==> src/rtl/assert_macros.svh <==
// Assertion macros used by the matrix3x3_inverse_core RTL file.
`ifndef ASSERT_MACROS_SVH
`define ASSERT_MACROS_SVH
`ifndef NO_ASSERTIONS
`define M3I_ASSERT(lbl, prop) \
    lbl: assert property (@(posedge clk) disable iff (!rst_n) (prop)) \
        else $error("m3i assertion failed");
`define M3I_ASSERT_NEXT(lbl, cond, nxt) \
    lbl: assert property (@(posedge clk) disable iff (!rst_n) (cond) |=> (nxt)) \
        else $error("m3i sequence assertion failed");
`else
`define M3I_ASSERT(lbl, prop)
`define M3I_ASSERT_NEXT(lbl, cond, nxt)
`endif
`endif

==> src/rtl/m3i_pkg.sv <==
package m3i_pkg;

    localparam int LANES      = 9;
    localparam int IN_W       = 16;
    localparam int OUT_W      = 32;
    localparam int PROD_W     = 2 * IN_W;
    localparam int ADJ_W      = PROD_W + 1;
    localparam int MAG_W      = PROD_W;
    localparam int DP_W       = IN_W + ADJ_W;
    localparam int DET_W      = DP_W + 2;
    localparam int DEN_W      = 48;
    localparam int FRAC_SHIFT = 28;
    localparam int QBITS      = 34;
    localparam int NB_W       = QBITS - FRAC_SHIFT - 1;
    localparam int FRONT_LAT  = 4;
    localparam int LANE_LAT   = QBITS + 1;
    localparam int PIPE_LAT   = FRONT_LAT + LANE_LAT + 1;

    localparam logic [3:0] IDX_A [LANES] = '{4'd4, 4'd1, 4'd1, 4'd3, 4'd0, 4'd0, 4'd3, 4'd0, 4'd0};
    localparam logic [3:0] IDX_B [LANES] = '{4'd8, 4'd8, 4'd5, 4'd8, 4'd8, 4'd5, 4'd7, 4'd7, 4'd4};
    localparam logic [3:0] IDX_C [LANES] = '{4'd7, 4'd7, 4'd4, 4'd6, 4'd6, 4'd3, 4'd6, 4'd6, 4'd3};
    localparam logic [3:0] IDX_D [LANES] = '{4'd5, 4'd2, 4'd2, 4'd5, 4'd2, 4'd2, 4'd4, 4'd1, 4'd1};
    localparam logic [LANES-1:0] NEG_MASK = 9'b010101010;

    localparam logic [QBITS-1:0] POS_LIMIT = QBITS'(34'h07FFFFFFF);
    localparam logic [QBITS-1:0] NEG_LIMIT = QBITS'(34'h080000000);

    typedef struct packed {
        logic [LANES-1:0][MAG_W-1:0] adj_mag;
        logic [LANES-1:0]            neg;
        logic [DEN_W-1:0]            den;
        logic                        singular;
    } m3i_front_t;

    typedef struct packed {
        logic [QBITS-1:0] q2;
        logic             big;
        logic             neg;
    } m3i_lane_t;

endpackage

==> src/rtl/m3i_merge.sv <==
module m3i_merge
    import m3i_pkg::*;
(
    input  logic                        clk,
    input  logic                        en,
    input  m3i_lane_t [LANES-1:0]       lanes,
    input  logic                        singular_in,
    output logic [LANES-1:0][OUT_W-1:0] r,
    output logic                        singular,
    output logic                        overflow
);

    logic [LANES-1:0][OUT_W-1:0] r_reg;
    logic [LANES-1:0][OUT_W-1:0] r_next;
    logic                        singular_reg;
    logic                        overflow_reg;
    logic                        overflow_next;
    logic [LANES-1:0]            sat;

    always_comb
    begin
        logic [QBITS:0]   qr;
        logic [QBITS-1:0] q;
        overflow_next = 1'b0;
        for (int k = 0; k < LANES; k++)
        begin
            qr = {1'b0, lanes[k].q2} + (QBITS+1)'(1);
            q  = qr[QBITS:1];
            if (lanes[k].neg)
            begin
                sat[k] = lanes[k].big || (q > NEG_LIMIT);
                r_next[k] = sat[k] ? NEG_LIMIT[OUT_W-1:0] : -q[OUT_W-1:0];
            end
            else
            begin
                sat[k] = lanes[k].big || (q > POS_LIMIT);
                r_next[k] = sat[k] ? POS_LIMIT[OUT_W-1:0] : q[OUT_W-1:0];
            end
            if (singular_in)
            begin
                r_next[k] = '0;
            end
            overflow_next = overflow_next | sat[k];
        end
        if (singular_in)
        begin
            overflow_next = 1'b0;
        end
    end

    always_ff @(posedge clk)
    begin
        if (en)
        begin
            r_reg        <= r_next;
            singular_reg <= singular_in;
            overflow_reg <= overflow_next;
        end
    end

    assign r        = r_reg;
    assign singular = singular_reg;
    assign overflow = overflow_reg;

endmodule
==> config.mk <==
export PLATFORM = sky130hd
export DESIGN_NAME = m3i_merge
export DESIGN_NICKNAME = d
export VERILOG_FILES = /design/src/rtl/assert_macros.svh /design/src/rtl/m3i_pkg.sv /design/src/rtl/m3i_merge.sv
export SDC_FILE = /design/constraint.sdc
export NUM_CORES = 1
export LEC_CHECK = 0
export BUFFER_PORTS_ARGS = -buffer_cell sky130_fd_sc_hd__buf_2
export CAP_MARGIN = 20
export CORE_ASPECT_RATIO = 1.25
export CORE_UTILIZATION = 45
export CTS_BUF_LIST = sky130_fd_sc_hd__clkbuf_16
export CTS_CLUSTER_DIAMETER = 30
export DETAILED_ROUTE_END_ITERATION = 6
export PLACE_DENSITY = 0.72
export SLEW_MARGIN = 10
export SYNTH_ARGS = -nofsm -noshare
export SYNTH_HDL_FRONTEND = slang
export SYNTH_SLANG_ARGS = --single-unit
==> constraint.sdc <==
create_clock -name clk -period 3.25 [get_ports clk]
set_input_delay 0.1625 -clock clk [delete_from_list [all_inputs] [get_ports clk]]
set_output_delay 0.1625 -clock clk [all_outputs]
set_load 0.005 [all_outputs]
* After elaboration in Yosys (flattened, before gate mapping)
Index checks and enable logic that the tools add are counted.
Storage, ports and cells: register bits after elaboration 290, logic and storage cells 109
Cells by class: mux-type cells 36, reduce and logical (&&, ||, !) cells 18, add/sub/neg operators 18, $lt $le $gt $ge 18, bitwise gates (word level) 8
Operator list (number):
- 32-bit 2-to-1 mux | 27
- 34-bit by 1-bit adder with 35-bit output (second input constant) | 9
- 34-bit by 31-bit > comparator with 1-bit output (second input constant) | 9
- 34-bit by 32-bit > comparator with 1-bit output (second input constant) | 9
- 32-bit negator | 9
- 1-bit logical OR | 18
- 1-bit 2-to-1 mux | 9
- 1-bit OR | 8

* Depth between registers and ports, before layout
Gate-level depths: netlist of run 1.
depth after elaboration 12, depth in mapped cells 15, gate-level depth less buffers 13

* Worst setup path after synthesis of run 1
No wires, ideal clock.
path kind in2reg, start point input lanes[2] (netlist bit), end point register r_reg, in the netlist r[25] (data pin), stages on the path 14, data required time 3.098 ns, library setup time 0.152 ns, slack -0.278 ns, buffers on the path 1, arrival time 3.376 ns, cell sequence ha_1 > buf_2 > xor2_1 > inv_1 > ha_1 > nor3b_1 > a22oi_1 > nor4_1 > and3_1 > and3_1 > nand4_2 > o31ai_2 > or4b_1 > a31oi_1
On the way: cells in the longest elaborated chain, start to end 5, elaborated cells between the ends (all ways) 9
Ends and longest elaborated chain:
- from (decl) | line m3i_merge.sv:6 | input m3i_lane_t [LANES-1:0] lanes,
- 34-bit by 1-bit adder with 35-bit output (*) | line m3i_merge.sv:27 | qr = {1'b0, lanes[k].q2} + (QBITS+1)'(1);
- 34-bit by 31-bit > comparator with 1-bit output or 34-bit by 32-bit > comparator with 1-bit output (tied branches) | line m3i_merge.sv:36, m3i_merge.sv:31
- 1-bit logical OR, on equally long branches | line m3i_merge.sv:36, m3i_merge.sv:31
- 32-bit 2-to-1 mux, on equally long branches | line m3i_merge.sv:37, m3i_merge.sv:32
- 32-bit 2-to-1 mux (*) | line m3i_merge.sv:29 | if (lanes[k].neg)
- to (signal assigned) | line m3i_merge.sv:55 | r_reg <= r_next;
- to (decl) | line m3i_merge.sv:13 | logic [LANES-1:0][OUT_W-1:0] r_reg;
Mark *: on every way between the ends. The rest lies on a longest branch, timed or not. A chain may end at the register's enable or synchronous reset.

* Worst setup path in the final report of run 1
start point input lanes[291] (netlist bit), end point register overflow_reg, in the netlist overflow (data pin)
On the way: cells in the longest elaborated chain, start to end 5, elaborated cells between the ends (all ways) 7
Ends and longest elaborated chain:
- 34-bit by 1-bit adder with 35-bit output (*) | line m3i_merge.sv:27
- 34-bit by 31-bit > comparator with 1-bit output or 34-bit by 32-bit > comparator with 1-bit output (tied branches) | line m3i_merge.sv:36, m3i_merge.sv:31
- 1-bit logical OR, on equally long branches | line m3i_merge.sv:36, m3i_merge.sv:31
- 1-bit 2-to-1 mux (*) | line m3i_merge.sv:29
- 1-bit OR (*) | line m3i_merge.sv:43 | overflow_next = overflow_next | sat[k];
- to (signal assigned) | line m3i_merge.sv:57 | overflow_reg <= overflow_next;
- to (decl) | line m3i_merge.sv:16 | logic overflow_reg;
Marks and branches as above.

==> flow_summary.json, run 1 <==
{
  "vias": 33750,
  "max_stage_delay_ns": 0.52,
  "cp_cell_sequence": "buf_2 > ha_1 > nand3_1 > or4_1 > nor4_1 > xnor2_1 > nand2_1 > buf_4 > a2111oi_0 > and4b_1 > o221a_2 > a41oi_1",
  "setup_violations": 0,
  "drtAntennaViolNets": 0,
  "finalCritPeriodShare_pct": 89.43,
  "largest_reg_flops": 288,
  "htree_levels": 3,
  "cts_root_buf": "clkbuf_16",
  "dp_hpwl_um": 85840,
  "cellLeakagePower_nw": 15.99,
  "grt_pass1_vias": 31110,
  "drcViolationCount": 0,
  "synth_common_cells": "nand2_1, a21oi_1, nor2_1",
  "placed_area_um2": 37050,
  "post_cts_resize_count": 0,
  "drive_above_1_share_pct": 30.44,
  "dp_slack_ns": -0.3431,
  "portBuffers": 616,
  "clk_pin_slew_ns": 0.05,
  "yosysMostFrequentCell": "nand2_1",
  "max_clock_freq_ghz": 0.3441,
  "syn-num-nets": 4066,
  "slowest_stage": "or4_1",
  "critical_path_class": "input port to flop",
  "startpoint_type": "input port",
  "rows": 104,
  "clock_path_buffers": 3,
  "start_util_pct": 45.40,
  "cts_hold_buf": 0,
  "die_area_um2": 65890,
  "grt_pass1_wl_um": 168400,
  "detail_route.vias_per_cell": 5.972,
  "slew_headroom_pct": 46.83,
  "synth_top_area_share_pct": 29.84,
  "drv_slew": 0,
  "fp.coreArea_um2": 64280,
  "cts_num_sinks": 290,
  "area_growth_pct": 35.43,
  "min_period_ns": 2.906,
  "drt_iter0_markers": 2281,
  "antenna_found_initial": 27,
  "ys_types": 97,
  "power.total_mw": 14.91,
  "fin_area_um2": 39530,
  "numCtsBuffers": 72,
  "die_x_um": 229.8,
  "track_usage_pct": 31.91,
  "synth_seq_area_share_pct": 29.84,
  "dr.pass1.iters": 7,
  "yosys_warnings": 0,
  "synth_top_area_cell": "edfxtp_1",
  "async_flop_share_pct": 0,
  "synth_area_leaders": "edfxtp_1, a21oi_1, xnor2_1",
  "wl_per_cell_um": 19.47,
  "dp_cells": 5505,
  "worst_ep_arrival_time_ns": 3.21,
  "hold_path_class": "input port to flop",
  "rsz0062_at_grt": "false",
  "synthFlopType": "edfxtp_1",
  "syn_inst": 3712,
  "postSynthAreaPerCell_um2": 7.862,
  "worstMarginPinSlew_ns": 0.7975,
  "setup_slack_ns": 0.3436,
  "power_per_cell_area_nw_per_um2": 377.2,
  "die_h_um": 286.7,
  "grt_max_degree": 89,
  "grt-ovfl-total": 0,
  "crit_path_max_fanout": 6,
  "cts_tree": "done",
  "critPathRequiredTime_ns": 3.55,
  "cp-end-kind": "flop",
  "status": "complete, no violations",
  "synth_edf_count": 290,
  "pin_count": 617,
  "whs_path_depth": 1,
  "hold_viol": 0,
  "synth_area_um2": 29190,
  "fin_hold_ws_ns": 0.01632,
  "gp_congestion": 0.9920,
  "max_cap_viol_count": 0,
  "nets": 5085,
  "peakVddDrop_uv": 367.4,
  "instances_no_fill": 5652,
  "cts_setup_buffers": 0,
  "wirelength_um": 110000,
  "synth-seq-cells": 290
}
-- path summary, 6_finish.rpt --
| check | to | slack (ns) | from |
|---|---|---|---|
| worst max-delay path | overflow | 0.34 | lanes[291] |
| worst min-delay path | r[219] | 0.02 | en |
-- area by class of cell --
class | instances | area, um^2
repair buffers | 1219 | 7767
multi-input cells | 3076 | 19250
diodes | 17 | 42.54
well taps | 848 | 1061
flip-flops and latches | 290 | 8708
fillers | 5689 | 24760
clock inverters | 57 | 601.8
clock buffers | 73 | 1827
inverters | 72 | 270.3
-- where the power goes --
group / leakage (nW) / internal (mW) / total [mW] / switching [mW]
registers: 2.79 / 4.49 / 4.64 / 0.152
clock network: 1.18 / 4.78 / 7.27 / 2.49
logic: 12.0 / 1.24 / 3.00 / 1.76
-- cells by family (layout without fill, tap and decap cells) --
logic type / Yosys count / count (layout) / synth area share [%]
compound gates: 948 / 948 / 20.97
xor+xnor: 316 / 316 / 9.509
fa+ha+maj: 27 / 27 / 1.157
buf+inv: 346 / 1421 / 4.729
flops: 290 / 290 / 29.84
mux: 106 / 106 / 3.687
other cells: 0 / 17 / 0
simple gates: 1679 / 1679 / 30.11
-- per-layer routing --
metal	part of all wire (%)	global-route usage [%]	up-vias
met5	0.12	0	-
met4	6.2	19.88	20
met3	7.4	6.280	385
met2	48	53.57	1466
met1	38	37.40	15770
li1	-	-	16110
-- critical path: cells and delay by family --
kind | cells | cell delay [ns]
simple gates | 5 | 1.51
fa+ha+maj | 1 | 0.28
compound gates | 3 | 0.73
buf+inv | 2 | 0.33
xor+xnor | 1 | 0.20
-- cells in the final DEF, fill, tap and decap left out, drive strengths merged, types with 26 or more instances in the layout --
master / instances
nand2: 390
mux2i: 94
and4: 36
nor2: 317
a31oi: 28
ha: 27
o21ai: 195
inv: 91
and3: 107
a21o: 43
a211oi: 50
xor2: 131
and2: 38
o31ai: 33
edfxtp: 290
a221oi: 85
buf: 1219
nand3: 223
or3: 36
nor4: 102
or2: 26
xnor2: 185
nand4: 142
a21oi: 336
clkbuf: 73
nor3: 124
-- per-stage QoR --
step,TNS (ns),util (%)
global route,0,61.48
floorplan,-0.01682,-
detailed placement,-12.37,57.63
finish,0,61.49
CTS,0,61.41
global placement,-5.666,57.63
Note: power is estimated with default switching activity, not from simulation.
==> run 2: changes to the inputs <==
CORE_MARGIN = 10   (was unset)
RECOVER_POWER = 50   (was unset)
==> flow_summary.json, run 2 (synthesis results as in run 1) <==
{
  "violations": "max-capacitance violations, max-slew violations",
  "start_util_pct": 45.40,
  "layout_common_cells": "buf_4, buf_2, nand2_1",
  "cellLeakagePower_nw": 15.61,
  "max_cap_viol_count": 2,
  "max_clock_freq_ghz": 0.3322,
  "critical_path_class": "input port to flop",
  "grt_max_degree": 83,
  "cts_root_buf": "clkbuf_16",
  "drv_slew": 135,
  "power_per_cell_area_nw_per_um2": 371.1,
  "dr.pass1.iters": 6,
  "drt_iter0_markers": 2084,
  "cts_tree": "done",
  "wl_per_cell_um": 20.39,
  "startpoint_type": "input port",
  "min_period_ns": 3.010,
  "final_common_cell": "buf_4",
  "die_x_um": 247.8,
  "cp-end-kind": "flop",
  "crit_path_start": "lanes[182]",
  "dp_slack_ns": -0.4869,
  "power.total_mw": 14.59,
  "area_growth_pct": 34.72,
  "rows": 104,
  "gp_congestion": 0.9856,
  "grt_pass1_vias": 31990,
  "seqPwrFrac_pct": 31.8,
  "peakVddDrop_uv": 419.5,
  "p_sw_share_pct": 29.88,
  "worstMarginPinSlew_ns": 1.988,
  "p_int_mw": 10.23,
  "vias": 33510,
  "finalCritPeriodShare_pct": 92.62,
  "clk_pin_slew_ns": 0.05,
  "p_clk_share_pct": 47.7,
  "detail_route.vias_per_cell": 5.928,
  "largest_reg_flops": 288,
  "wirelength_um": 115300,
  "grt-ovfl-total": 0,
  "status": "complete, but fails checks",
  "combinationalPowerShare_pct": 20.5,
  "antenna_found_initial": 35,
  "die_h_um": 304.7,
  "fp.coreArea_um2": 64280,
  "dp_hpwl_um": 91630,
  "critPathRequiredTime_ns": 3.64,
  "crit_path_end": "r[178]",
  "rsz0062_at_grt": "false",
  "n_fill_cell": 5823,
  "worst_ep_arrival_time_ns": 3.40,
  "htree_levels": 3,
  "setup_slack_ns": 0.2398,
  "slew_headroom_pct": -32.55,
  "numCtsBuffers": 70,
  "cts_num_sinks": 290,
  "track_usage_pct": 29.15,
  "die_area_um2": 75510,
  "nets": 5084,
  "hold_viol": 0,
  "p_switching_mw": 4.360,
  "drive_above_1_share_pct": 27.43,
  "portBuffers": 616,
  "hold_path_class": "input port to flop",
  "crit_path_max_fanout": 9,
  "drcViolationCount": 0,
  "grt_pass1_wl_um": 176800,
  "setup_violations": 0,
  "drtAntennaViolNets": 0,
  "clock_path_buffers": 3,
  "pin_count": 617
}
[run 2: cell count changes in the layout (fill, tap and decap cells not counted), sizes merged, moves of 2 or more]
cell,previous run,this run
inv,91,85
clkinvlp,11,7
clkinv,19,31
diode,17,19
clkbuf,73,206
buf,1219,1084
[run 2: through the flow]
step | std cells | utilization, % | hold slack, ns | instance area [um^2] | setup TNS [ns]
floorplan | 3712 | - | 0.2614 | 29310 | -0.01682
global placement | 5506 | 57.80 | 0.5573 | 37160 | -4.969
detailed placement | 5506 | 57.80 | 0.5581 | 37160 | -7.961
CTS | 5634 | 61.44 | 0.02996 | 39500 | 0
global route | 5650 | 61.16 | 0.06519 | 39310 | 0
finish | 5653 | 61.17 | 0.04500 | 39320 | 0
[run 2: final cells by class]
class,instances,area [um^2],share of cell area [%]
clock inverter,58,588.1,1.496
multi-input combinational,3076,19250,48.97
tap,848,1061,2.698
clock buffer,70,1752,4.455
antenna,19,47.55,0.1209
timing repair buffer,1220,7639,19.43
inverter,72,270.3,0.6873
sequential,290,8708,22.15
[run 2: repair_timing]
item	in CTS	in global routing
gates resized for setup	0	3
hold buffers	0	0
buffers inserted	0	0
endpoints found under the hold margin	0	0
endpoints found under the setup margin	0	3
[run 2: power by group through the flow]
stage / clock, mW / sequential, mW / combinational [mW]
after detailed placement: 0 / 4.69 / 2.99
after global placement: 0 / 4.69 / 2.96
after floorplan: 0 / 4.68 / 1.39
final: 6.96 / 4.64 / 2.98
after CTS: 7.03 / 4.63 / 3.01
after global routing: 7.24 / 4.66 / 3.26
[run 2: layer usage]
layer | share of wire (%) | vias to the layer above | track usage, %
met3 | 8.4 | 351 | 6.949
met2 | 48 | 1410 | 49.41
met1 | 38 | 15590 | 32.82
li1 | - | 16130 | -
met5 | 0.18 | - | 0
met4 | 5.5 | 30 | 16.52
[run 2: worst min path at each step]
stage / cells after the start / endpoint / from
2_1_floorplan: 0 / singular / singular_in
3_3_place_gp: 1 / r[169] / r[169]
3_5_place_dp: 1 / r[269] / r[269]
4_1_cts: 1 / r[219] / en
5_1_grt: 1 / singular / singular_in
6_report: 3 / overflow / lanes[216]
[run 2: worst max-delay path, stage by stage]
cell      delay (ns)
buf_2           0.11
buf_4           0.12
nand3_1         0.22
nor3_1          0.55
nand4_1         0.25
a211oi_1        0.44
buf_4           0.19
nand4_1         0.19
nor2_1          0.25
a41o_1          0.27
buf_4           0.19
o21ai_0         0.09
a221oi_1        0.36
